$ cat src/hw/rtl/rqps_pkg.sv
// rqps_pkg: types, codes and helpers for the ready queue policy select unit.
// Depends on nothing; used by rqps_slot_ram and ready_queue_policy_select_unit.

package rqps_pkg;

  // Queue geometry
  localparam int unsigned QUEUE_DEPTH = 16;
  localparam int unsigned IDX_W       = $clog2(QUEUE_DEPTH);
  localparam int unsigned CNT_W       = $clog2(QUEUE_DEPTH + 1);

  // Field widths
  localparam int unsigned ID_W    = 10;
  localparam int unsigned PRIO_W  = 8;
  localparam int unsigned BURST_W = 16;
  localparam int unsigned RIDX_W  = 4;
  localparam int unsigned OCC_W   = 5;

  typedef enum logic [1:0] {
    REQ_PUSH = 2'd0,
    REQ_POP  = 2'd1,
    REQ_READ = 2'd2
  } req_type_e;

  typedef enum logic [1:0] {
    POL_FIFO = 2'd0,
    POL_SJF  = 2'd1,
    POL_PRIO = 2'd2
  } pol_e;

  typedef enum logic [1:0] {
    STAT_OK    = 2'd0,
    STAT_EMPTY = 2'd1,
    STAT_FULL  = 2'd2,
    STAT_RANGE = 2'd3
  } status_e;

  typedef enum logic [1:0] {
    ST_IDLE,
    ST_SCAN,
    ST_SHIFT,
    ST_RDWAIT
  } state_e;

  typedef struct packed {
    logic [ID_W-1:0]    id;
    logic [PRIO_W-1:0]  prio;
    logic [BURST_W-1:0] burst;
  } entry_t;

  typedef struct packed {
    req_type_e          req_type;
    logic [ID_W-1:0]    new_id;
    logic [PRIO_W-1:0]  new_prio;
    logic [BURST_W-1:0] new_burst;
    logic [RIDX_W-1:0]  read_index;
  } req_t;

  typedef struct packed {
    status_e            status;
    logic [ID_W-1:0]    out_id;
    logic [PRIO_W-1:0]  out_prio;
    logic [BURST_W-1:0] out_burst;
    logic [OCC_W-1:0]   occupancy;
  } rsp_t;

  // Occupancy is reported modulo 2^OCC_W
  function automatic logic [OCC_W-1:0] occ_of(input logic [CNT_W-1:0] n);
    logic [31:0] w;
    w = 32'(n);
    return w[OCC_W-1:0];
  endfunction

  // Shared compare unit: true when cand beats the incumbent under pol.
  // One 16-bit less-than, operands steered by the policy.
  function automatic logic better(input pol_e pol, input entry_t cand, input entry_t inc);
    logic [BURST_W-1:0] lhs;
    logic [BURST_W-1:0] rhs;
    if (pol == POL_SJF) begin
      lhs = cand.burst;
      rhs = inc.burst;
    end else begin
      lhs = BURST_W'(inc.prio);
      rhs = BURST_W'(cand.prio);
    end
    return lhs < rhs;
  endfunction

endpackage

$ cat src/hw/rtl/rqps_slot_ram.sv
// rqps_slot_ram: queue slot store, one write port and one registered read port.
// Depends on rqps_pkg for the entry type and depth.

module rqps_slot_ram
  import rqps_pkg::*;
(
  input  logic             clk_i,
  input  logic             we_i,
  input  logic [IDX_W-1:0] waddr_i,
  input  entry_t           wdata_i,
  input  logic             re_i,
  input  logic [IDX_W-1:0] raddr_i,
  output entry_t           rdata_o
);

  entry_t mem_q [QUEUE_DEPTH];
  entry_t rdata_q;

  always_ff @(posedge clk_i) begin
    if (we_i) begin
      mem_q[waddr_i] <= wdata_i;
    end
  end

  always_ff @(posedge clk_i) begin
    if (re_i) begin
      rdata_q <= mem_q[raddr_i];
    end
  end

  assign rdata_o = rdata_q;

endmodule

$ cat src/hw/rtl/ready_queue_policy_select_unit.sv
// ready_queue_policy_select_unit: bounded ready queue with policy-driven pop.
// Depends on rqps_pkg and rqps_slot_ram.
//
// Usage
//   Request channel: drive req_i and raise start; the transaction is taken
//   at a rising edge with start high and busy low. Push, rejected requests
//   and the unused request code finish in the accepting cycle and busy
//   stays low, so such requests may be issued every cycle.
//   Result channel: rsp_valid_o is high for exactly one cycle with rsp_o.
//   The receiver cannot stall it; it must take the result that cycle.
//   Config channel: cfg_valid_i/cfg_ready_o carry pop_policy (cfg_data_i).
//   Ready is low while busy or start is high; write only when idle.
// Sequencing (start to result strobe), N = occupancy, v = victim position
//   push / full / empty / out of range / unused code : no busy phase
//   read : one slot store read (RDWAIT), then the result
//   pop, FIFO or unused policy : scan of the head slot, then compaction
//   pop, shortest burst or priority: scan of all N slots, then compaction
//     of slots v + 1 to N - 1. Both pops walk the one read port of the
//     slot store, for scan and for compaction.
// Reset: queue empties, pop_policy returns to FIFO, no result pending.
//   Slot contents are not cleared; only slots below the fill level are read.

module ready_queue_policy_select_unit
  import rqps_pkg::*;
(
  input  logic       clk_i,
  input  logic       rst_ni,
  // request
  input  logic       start,
  output logic       busy,
  input  req_t       req_i,
  // result
  output logic       rsp_valid_o,
  output rsp_t       rsp_o,
  // configuration
  input  logic       cfg_valid_i,
  output logic       cfg_ready_o,
  input  logic [1:0] cfg_data_i
);

  state_e             state_q, state_d;
  logic [CNT_W-1:0]   fill_q, fill_d;
  logic [1:0]         policy_q;
  logic [CNT_W-1:0]   cnt_q, cnt_d;       // next slot to read in scan / shift
  logic [CNT_W-1:0]   end_q, end_d;       // scan length
  logic               pend_q, pend_d;     // read data arrives this cycle
  logic [IDX_W-1:0]   pend_idx_q, pend_idx_d;
  entry_t             best_q, best_d;
  logic [IDX_W-1:0]   best_idx_q, best_idx_d;
  logic               rsp_valid_q, rsp_valid_d;
  rsp_t               rsp_q, rsp_d;

  // slot store ports
  logic               we, re;
  logic [IDX_W-1:0]   waddr, raddr;
  entry_t             wdata, rdata;

  logic               full, issue, scan_all;
  pol_e               pol;

  assign pol      = pol_e'(policy_q);
  assign full     = (fill_q == CNT_W'(QUEUE_DEPTH));
  assign scan_all = (pol == POL_SJF) || (pol == POL_PRIO);

  rqps_slot_ram u_ram (
    .clk_i  (clk_i),
    .we_i   (we),
    .waddr_i(waddr),
    .wdata_i(wdata),
    .re_i   (re),
    .raddr_i(raddr),
    .rdata_o(rdata)
  );

  // state and control registers
  always_ff @(posedge clk_i or negedge rst_ni) begin
    if (!rst_ni) begin
      state_q     <= ST_IDLE;
      fill_q      <= '0;
      policy_q    <= POL_FIFO;
      pend_q      <= 1'b0;
      rsp_valid_q <= 1'b0;
    end else begin
      state_q     <= state_d;
      fill_q      <= fill_d;
      pend_q      <= pend_d;
      rsp_valid_q <= rsp_valid_d;
      if (cfg_valid_i && cfg_ready_o) begin
        policy_q <= cfg_data_i;
      end
    end
  end

  // datapath registers
  always_ff @(posedge clk_i) begin
    cnt_q      <= cnt_d;
    end_q      <= end_d;
    pend_idx_q <= pend_idx_d;
    best_q     <= best_d;
    best_idx_q <= best_idx_d;
    rsp_q      <= rsp_d;
  end

  // sequencer
  always_comb begin
    state_d     = state_q;
    fill_d      = fill_q;
    cnt_d       = cnt_q;
    end_d       = end_q;
    pend_d      = 1'b0;
    pend_idx_d  = pend_idx_q;
    best_d      = best_q;
    best_idx_d  = best_idx_q;
    rsp_valid_d = 1'b0;
    rsp_d       = rsp_q;
    we          = 1'b0;
    waddr       = fill_q[IDX_W-1:0];
    wdata       = '{id: req_i.new_id, prio: req_i.new_prio, burst: req_i.new_burst};
    re          = 1'b0;
    raddr       = cnt_q[IDX_W-1:0];
    issue       = 1'b0;

    case (state_q)
      ST_IDLE: begin
        if (start) begin
          rsp_d.status    = STAT_OK;
          rsp_d.out_id    = '0;
          rsp_d.out_prio  = '0;
          rsp_d.out_burst = '0;
          rsp_d.occupancy = occ_of(fill_q);
          case (req_i.req_type)
            REQ_PUSH: begin
              rsp_valid_d = 1'b1;
              if (full) begin
                rsp_d.status = STAT_FULL;
              end else begin
                we              = 1'b1;
                fill_d          = fill_q + CNT_W'(1);
                rsp_d.occupancy = occ_of(fill_q + CNT_W'(1));
              end
            end
            REQ_POP: begin
              if (fill_q == '0) begin
                rsp_valid_d  = 1'b1;
                rsp_d.status = STAT_EMPTY;
              end else begin
                cnt_d   = '0;
                end_d   = scan_all ? fill_q : CNT_W'(1);
                state_d = ST_SCAN;
              end
            end
            REQ_READ: begin
              if (32'(req_i.read_index) >= 32'(fill_q)) begin
                rsp_valid_d  = 1'b1;
                rsp_d.status = STAT_RANGE;
              end else begin
                re      = 1'b1;
                raddr   = IDX_W'(req_i.read_index);
                state_d = ST_RDWAIT;
              end
            end
            default: begin
              rsp_valid_d = 1'b1;
            end
          endcase
        end
      end

      ST_SCAN: begin
        // stream slots through the compare unit, one per cycle
        issue = (cnt_q < end_q);
        if (issue) begin
          re         = 1'b1;
          cnt_d      = cnt_q + CNT_W'(1);
          pend_d     = 1'b1;
          pend_idx_d = cnt_q[IDX_W-1:0];
        end
        if (pend_q) begin
          if ((pend_idx_q == '0) || better(pol, rdata, best_q)) begin
            best_d     = rdata;
            best_idx_d = pend_idx_q;
          end
        end
        if (!issue && !pend_q) begin
          cnt_d   = CNT_W'(best_idx_q) + CNT_W'(1);
          state_d = ST_SHIFT;
        end
      end

      ST_SHIFT: begin
        // close the gap: slot k+1 moves to k, read and write overlapped
        issue = (cnt_q < fill_q);
        if (issue) begin
          re         = 1'b1;
          cnt_d      = cnt_q + CNT_W'(1);
          pend_d     = 1'b1;
          pend_idx_d = cnt_q[IDX_W-1:0];
        end
        if (pend_q) begin
          we    = 1'b1;
          waddr = pend_idx_q - IDX_W'(1);
          wdata = rdata;
        end
        if (!issue && !pend_q) begin
          fill_d          = fill_q - CNT_W'(1);
          rsp_valid_d     = 1'b1;
          rsp_d.status    = STAT_OK;
          rsp_d.out_id    = best_q.id;
          rsp_d.out_prio  = best_q.prio;
          rsp_d.out_burst = best_q.burst;
          rsp_d.occupancy = occ_of(fill_q - CNT_W'(1));
          state_d         = ST_IDLE;
        end
      end

      ST_RDWAIT: begin
        rsp_valid_d     = 1'b1;
        rsp_d.status    = STAT_OK;
        rsp_d.out_id    = rdata.id;
        rsp_d.out_prio  = rdata.prio;
        rsp_d.out_burst = rdata.burst;
        rsp_d.occupancy = occ_of(fill_q);
        state_d         = ST_IDLE;
      end

      default: begin
        state_d = ST_IDLE;
      end
    endcase
  end

  assign busy        = (state_q != ST_IDLE);
  // policy is held off while a request is being taken, so a pop scans under one policy
  assign cfg_ready_o = !busy && !start;
  assign rsp_valid_o = rsp_valid_q;
  assign rsp_o       = rsp_q;

  // ---------------------------------------------------------------------------
  // Assertions
  // ---------------------------------------------------------------------------

  // fill level never passes the queue depth
  a_fill_bound: assert property (@(posedge clk_i) disable iff (!rst_ni)
    fill_q <= CNT_W'(QUEUE_DEPTH))
    else $error("fill level beyond queue depth");

  // fill level moves by one at most
  a_fill_step: assert property (@(posedge clk_i) disable iff (!rst_ni)
    (fill_q != $past(fill_q)) |->
      ((fill_q == $past(fill_q) + CNT_W'(1)) || (fill_q + CNT_W'(1) == $past(fill_q))))
    else $error("fill level jumped");

  // a result follows either an accepted transaction or the end of a busy phase
  a_rsp_origin: assert property (@(posedge clk_i) disable iff (!rst_ni)
    rsp_valid_o |-> ($past(start && !busy) || $fell(busy)))
    else $error("result strobe without a transaction");

  // the selection scan never writes the slot store
  a_scan_no_write: assert property (@(posedge clk_i) disable iff (!rst_ni)
    (state_q == ST_SCAN) |-> !we)
    else $error("slot write during scan");

endmodule
$ cat config.mk
export PLATFORM = sky130hd
export DESIGN_NAME = ready_queue_policy_select_unit
export DESIGN_NICKNAME = d
export VERILOG_FILES = /design/src/hw/rtl/rqps_pkg.sv /design/src/hw/rtl/rqps_slot_ram.sv /design/src/hw/rtl/ready_queue_policy_select_unit.sv
export SDC_FILE = /design/constraint.sdc
export NUM_CORES = 1
export LEC_CHECK = 0
export CAP_MARGIN = 20
export CORE_ASPECT_RATIO = 1.4
export CORE_UTILIZATION = 45
export CTS_CLUSTER_DIAMETER = 120
export DETAILED_ROUTE_END_ITERATION = 16
export DONT_BUFFER_PORTS = 1
export GPL_ROUTABILITY_DRIVEN = 0
export HOLD_SLACK_MARGIN = 0.06
export PLACE_DENSITY = 0.63
export SETUP_SLACK_MARGIN = 0.05
export SYNTH_ARGS = -nofsm -noshare
export SYNTH_HDL_FRONTEND = slang
export SYNTH_SLANG_ARGS = --single-unit
export TNS_END_PERCENT = 1
$ cat constraint.sdc
create_clock -name clk_i -period 11.7 [get_ports clk_i]
set_clock_uncertainty 0.05 [all_clocks]
set_input_delay 0.585 -clock clk_i [delete_from_list [all_inputs] [get_ports clk_i]]
set_output_delay 0.585 -clock clk_i [all_outputs]
set_load 0.005 [all_outputs]
# Yosys cells after proc, flatten, opt, wreduce, memory -nomap -nowiden
# Memory sizes are Yosys's and may differ from the RTL's. A register that Yosys moved wholly into a read port is not among the register bits.
# Index checks and enable logic that the tools add are counted.
# classes
add_sub_neg	5
order_cmp	4
n_eq_ne	19
muxes	63
bitwise	1
reduce_logical	27
# ops
operator	n
$pmux 41 s3	1
$mux 16	6
$mux 41	2
$mux 34	2
$mux 5	10
$mux 4	8
$lt 16x16->1	1
$mux 1	16
$pmux 5 s3	1
$mux 2	7
$ne 2x2->1 const B	6
$reduce_and 3->1	4
$reduce_and 6->1	2
$add 5x1->5 const B	2
$lt 5x5->1	2
$pmux 5 s2	1
$ne 3x3->1 const B	3
$eq 2x2->1 const B	4
$pmux 2 s4	1
$pmux 4 s2	1
$eq 2x1->1 const B	3
$pmux 1 s2	3
$pmux 1 s3	2
$pmux 2 s3	1
18 further kinds	30
# word_totals
ff_bits	104
ram_bits	544
in_bits	46
wordCells	137
n_memories	1
# mem_list
memory	depth	width	rd	rd_ports_with_merged_regs	write_ports	line	text
u_ram.mem_q	16	34	1	1	1	rqps_slot_ram.sv:16	entry_t mem_q [QUEUE_DEPTH];

# Logic depth before layout (Yosys ltp)
# depth
word_depth	7
ltp_mapped	14

# Modules after synthesis
# A second synthesis with hierarchy kept.
# hier_totals
cells_unflattened	1357
area_unflattened_um2	27216.1
# modules_own_cells
module	instances	cells_per_inst	area_per_inst_um2	seq_area_each_um2
rqps_slot_ram	1	888	21416.8	17356.6
ready_queue_policy_select_unit	1	469	5799.3	3067.9

# Least setup slack after synthesis
# No wires, ideal clock.
# synth_timing
path_type	flip-flop to flip-flop
startpoint	register policy_q[1] (netlist: pol[1])
endpoint	register best_idx_q[0] (enable)
setup_time_ns	0.486
arrival_time_ns	5.182
t_required_ns	11.164
setup_slack_ns	5.982
stages_incl_launch_ff	12
cell_sequence	dfrtp_1 -> inv_1 -> ha_1 -> clkbuf_1 -> clkbuf_1 -> mux2_2 -> ha_1 -> a2111oi_0 -> o21ai_0 -> a311oi_1 -> o41ai_1 -> o21ai_0
# synth_between
elab_chain_cells	7
# synth_rtl
item	line	text
from (decl)	ready_queue_policy_select_unit.sv:43	logic [1:0] policy_q;
from (signal assigned)	ready_queue_policy_select_unit.sv:89	policy_q <= cfg_data_i;
$eq 2x1->1 *	rqps_pkg.sv:78	if (pol == POL_SJF) begin
$mux 16	rqps_pkg.sv:78	
$mux 16	ready_queue_policy_select_unit.sv:178	if (pend_q) begin
$mux 16	ready_queue_policy_select_unit.sv:123	case (state_q)
$lt 16x16->1 *	rqps_pkg.sv:85	return lhs < rhs;
$logic_or 1x1->1 *	ready_queue_policy_select_unit.sv:179	if ((pend_idx_q == '0) || better(pol, rdata, best_q)) begin
$reduce_and 3->1 (no line) *	n/a	
to (signal assigned)	ready_queue_policy_select_unit.sv:100	best_idx_q <= best_idx_d;
to (decl)	ready_queue_policy_select_unit.sv:49	logic [IDX_W-1:0] best_idx_q, best_idx_d;
# Mark *: on every way between the ends. The rest lies on a longest branch, timed or not. The select of a mux whose other input is x is not followed.
# A chain may end at the register's enable or synchronous reset.

# Worst setup path in the final report
# layout_timing
startpoint	register state_q[0]
endpoint	register, netlist name u_ram.rdata_o[11]
# layout_between
elab_chain_cells	2
# layout_rtl
item	line	text
from (decl)	ready_queue_policy_select_unit.sv:41	state_e state_q, state_d;
from (signal assigned)	ready_queue_policy_select_unit.sv:84	state_q <= state_d;
$eq 2x2->1 (tied with other cells)	ready_queue_policy_select_unit.sv:123	
$pmux 1 s3 or $mux 4 (tied branches)	ready_queue_policy_select_unit.sv:123	
# Several ways; a longest one is shown, not always the timed one.

==> results.sh <==
export IMPL_status="finished, final reports clean"
export IMPL_finalHoldViolCount=0
export IMPL_antenna_left=0
export IMPL_top_level_ports=90
export IMPL_viasPerCell=6.325
export IMPL_grt_pass1_wl_um=111400
export IMPL_hpwlAfterDp_um=40860
export IMPL_cts_root_buf="clkbuf_16"
export IMPL_syn_num_nets=1954
export IMPL_worstMarginPinSlew_ns=1.118
export IMPL_min_path_type="primary input to flop"
export IMPL_critical_path_cell_chain="inv_1 > ha_1 > and3_1 > o21ai_1 > a22o_4 > nor3_4 > buf_4 > buf_12 > mux2_2 > a2111o_1 > or3_1"
export IMPL_cts_htree_levels=2
export IMPL_slew_violations=0
export IMPL_synth_flop_cell="edfxtp_1"
export IMPL_cpMaxStageDelayCell="buf_4"
export IMPL_first_pass_iters=7
export IMPL_pwr_share_seq_pct=42.8
export IMPL_slowest_delay_ns=0.70
export IMPL_routed_wl_um=74990
export IMPL_placed_cell_area_um2=29880
export IMPL_power_per_cell_area_nw_per_um2=247.0
export IMPL_cts_tree="done"
export IMPL_design_area_um2=31930
export IMPL_grt_antenna_before_repair=8
export IMPL_setup_violations_final=0
export IMPL_netlist_instances=1865
export IMPL_rsz0062_at_grt="false"
export IMPL_finalCritPeriodShare_pct=43.92
export IMPL_required_ns=12.03
export IMPL_power_switching_mw=2.712
export IMPL_drv_cap=0
export IMPL_netlist_area_um2=28910
export IMPL_port_buffers=0
export IMPL_crit_type="flop to flop"
export IMPL_cts_made_buffers=61
export IMPL_post_drt_wl_per_cell_um=27.64
export IMPL_internal_power_mw=5.175
export IMPL_power_frac_clock_pct=25.7
export IMPL_grt_util_all_layers_pct=22.85
export IMPL_die_area_um2=65270
export IMPL_drc=0
export IMPL_vias=17160
export IMPL_ff2ff_setup_slack_ns=6.56
export IMPL_relSlewSlack_pct=25.11
export IMPL_die_w_um=216.2
export IMPL_grt_max_degree=120
export IMPL_clk_pin_slew_worst_paths_ns=0.06
export IMPL_ys_seq_area_share_pct=70.66
export IMPL_combPwrFrac_pct=31.4
export IMPL_clk_latency_ns=0.64
export IMPL_finish_utilization_pct=50.45
export IMPL_nets=1919
export IMPL_fin_crit_ns=5.139
export IMPL_synth_edf_count=671
export IMPL_core_um2=63280
export IMPL_ir_drop_v=0.0002360
export IMPL_crit_fanout=119
export IMPL_crit_family="buffers and inverters"
export IMPL_post_synth_num_cell_types=64
export IMPL_drt_iter0_markers=1702
export IMPL_grt_overflow=0
export IMPL_drive_gt1_share_pct=12.87
export IMPL_critPathArrivalTime_ns=5.46
export IMPL_clock_path_buffers=3
export IMPL_rows=109
export IMPL_path_buf_inv=3
export IMPL_syn_to_final_growth_pct=10.46
export IMPL_ys_async_sr_fraction_pct=1.613
export IMPL_start_util_pct=45.68
export IMPL_synth_area_per_cell_um2=15.50
export IMPL_fp_dieH_um=301.9
export IMPL_timing_setup_tns_ns=0
export IMPL_ys_ff_latch=682
export IMPL_cp_start_kind="flop"
export IMPL_yosysWarnings=0
export IMPL_grt_pass1_vias=17350
export IMPL_critPathCaptureType="flop"
export IMPL_p_leak_nw=10.97
export IMPL_switching_share_pct=34.39
export IMPL_fmax_mhz=194.6
export IMPL_cts_sinks=682
## cell usage after synthesis, types with 5 or more instances
cell type | number | area, µm²
a31oi_1 | 7 | 43.79
or3_1 | 33 | 206.5
nand2b_1 | 5 | 31.28
a22o_1 | 35 | 306.5
a21o_1 | 10 | 75.07
nand2_1 | 43 | 161.4
mux2i_1 | 149 | 1491
ha_1 | 43 | 538.0
nand4_1 | 107 | 669.4
nand3_1 | 11 | 55.05
buf_2 | 17 | 85.08
dfrtp_1 | 11 | 275.3
clkbuf_1 | 93 | 349.1
inv_1 | 27 | 101.4
mux2_1 | 6 | 67.56
buf_1 | 11 | 41.29
a2111o_1 | 36 | 405.4
and2_1 | 11 | 68.82
buf_4 | 16 | 120.1
xor2_1 | 5 | 43.79
o21ai_0 | 17 | 85.08
a21oi_1 | 124 | 620.6
o22ai_1 | 68 | 425.4
nor2_1 | 52 | 195.2
nor3b_1 | 9 | 67.56
o31ai_1 | 102 | 765.7
edfxtp_1 | 671 | 20150
nor3_1 | 14 | 70.07
mux2_2 | 71 | 799.5
## sequential cells by signal, indices dropped and copies added (netlist names)
name,flops
best_idx_q,4
best_q,34
cnt_q,5
end_q,5
fill_q,5
pend_idx_q,4
pend_q,1
pol,2
rsp_o,41
rsp_valid_o,1
state_q,2
u_ram.mem_q,544
u_ram.rdata_o,34
## worst reg2reg max path: cells and delay by family, from the launching register on
kind            cells  cell delay [ns]
buf+inv             3             1.53
fa+ha+maj           1             0.31
flops               1             0.40
compound gates      3             1.01
mux                 1             0.61
simple gates        3             0.97
## path summary, 6_finish.rpt
path / start / endpoint / cells past startpoint
setup reg to reg: state_q[0] / u_ram.rdata_o[11] / 11
hold / removal: start / fill_q[1] / 2
hold reg to reg: pend_idx_q[1] / best_idx_q[1] / 0
max in group asynchronous: rst_ni / pol[0] / 1
min in group asynchronous: rst_ni / fill_q[3] / 1
setup / recovery: state_q[0] / u_ram.rdata_o[11] / 11
## cell families after synthesis
group           after synthesis  synth area share, %
flops                       682                70.66
fa+ha+maj                    43                1.861
buf+inv                     168                2.567
mux                         231                8.519
simple gates                302                5.740
compound gates              430                10.38
xor+xnor                      9               0.2727
## layout by cell type, fill, tap and decap left out, types with 35 or more instances in the layout
master,instances
buf_4,39
o31ai_1,102
mux2i_1,148
o22ai_1,68
a21oi_1,124
mux2_2,71
nand4_1,107
ha_1,41
a2111o_1,36
nor2_1,36
nand2_1,42
edfxtp_1,671
clkbuf_16,62
a22o_1,35
## power groups by stage
stage	clock, mW	sequential [mW]	combinational [mW]
floorplan	0	3.28	1.84
finish	2.03	3.38	2.48
detailed placement	0	3.43	2.48
global route	2.15	3.40	2.68
global placement	0	3.42	2.42
CTS	2.06	3.38	2.49
## stage by stage
step / hold slack (ns) / setup slack (ns) / cells / power [mW]
floorplan: 0.2394 / 5.982 / 1865 / 5.116
global placement: 0.2397 / 6.592 / 2596 / 5.841
detailed placement: 0.2397 / 6.568 / 2596 / 5.908
CTS: 0.1333 / 6.558 / 2712 / 7.929
global route: 0.1591 / 6.295 / 2712 / 8.233
finish: 0.1541 / 6.561 / 2713 / 7.888
## layer usage
metal	wire, µm	global-route usage (%)	up-vias	share of wire (%)
met5	50	0	-	0.067
met4	2996	9.675	8	4.0
met3	5153	3.208	184	6.9
met2	38130	39.76	722	51
met1	28660	28.53	8788	38
li1	-	-	7458	-
## timing repair
item / in CTS / in global routing
gates resized for setup: 0 / 0
buffers inserted: 0 / 0
hold buffers: 3 / 0
hold endpoints to repair: 13 / 0
## area by class of cell
| cell class | instances | area [µm²] |
|---|---|---|
| sequential | 682 | 20420 |
| timing repair buffer | 43 | 342.8 |
| fill | 5235 | 31350 |
| inverter | 27 | 101.3 |
| clock inverter | 42 | 431.7 |
| clock buffer | 71 | 1585 |
| antenna | 1 | 2.502 |
| tap | 832 | 1041 |
| multi-input combinational | 1015 | 7999 |
Power figures use the tool's default switching activity.
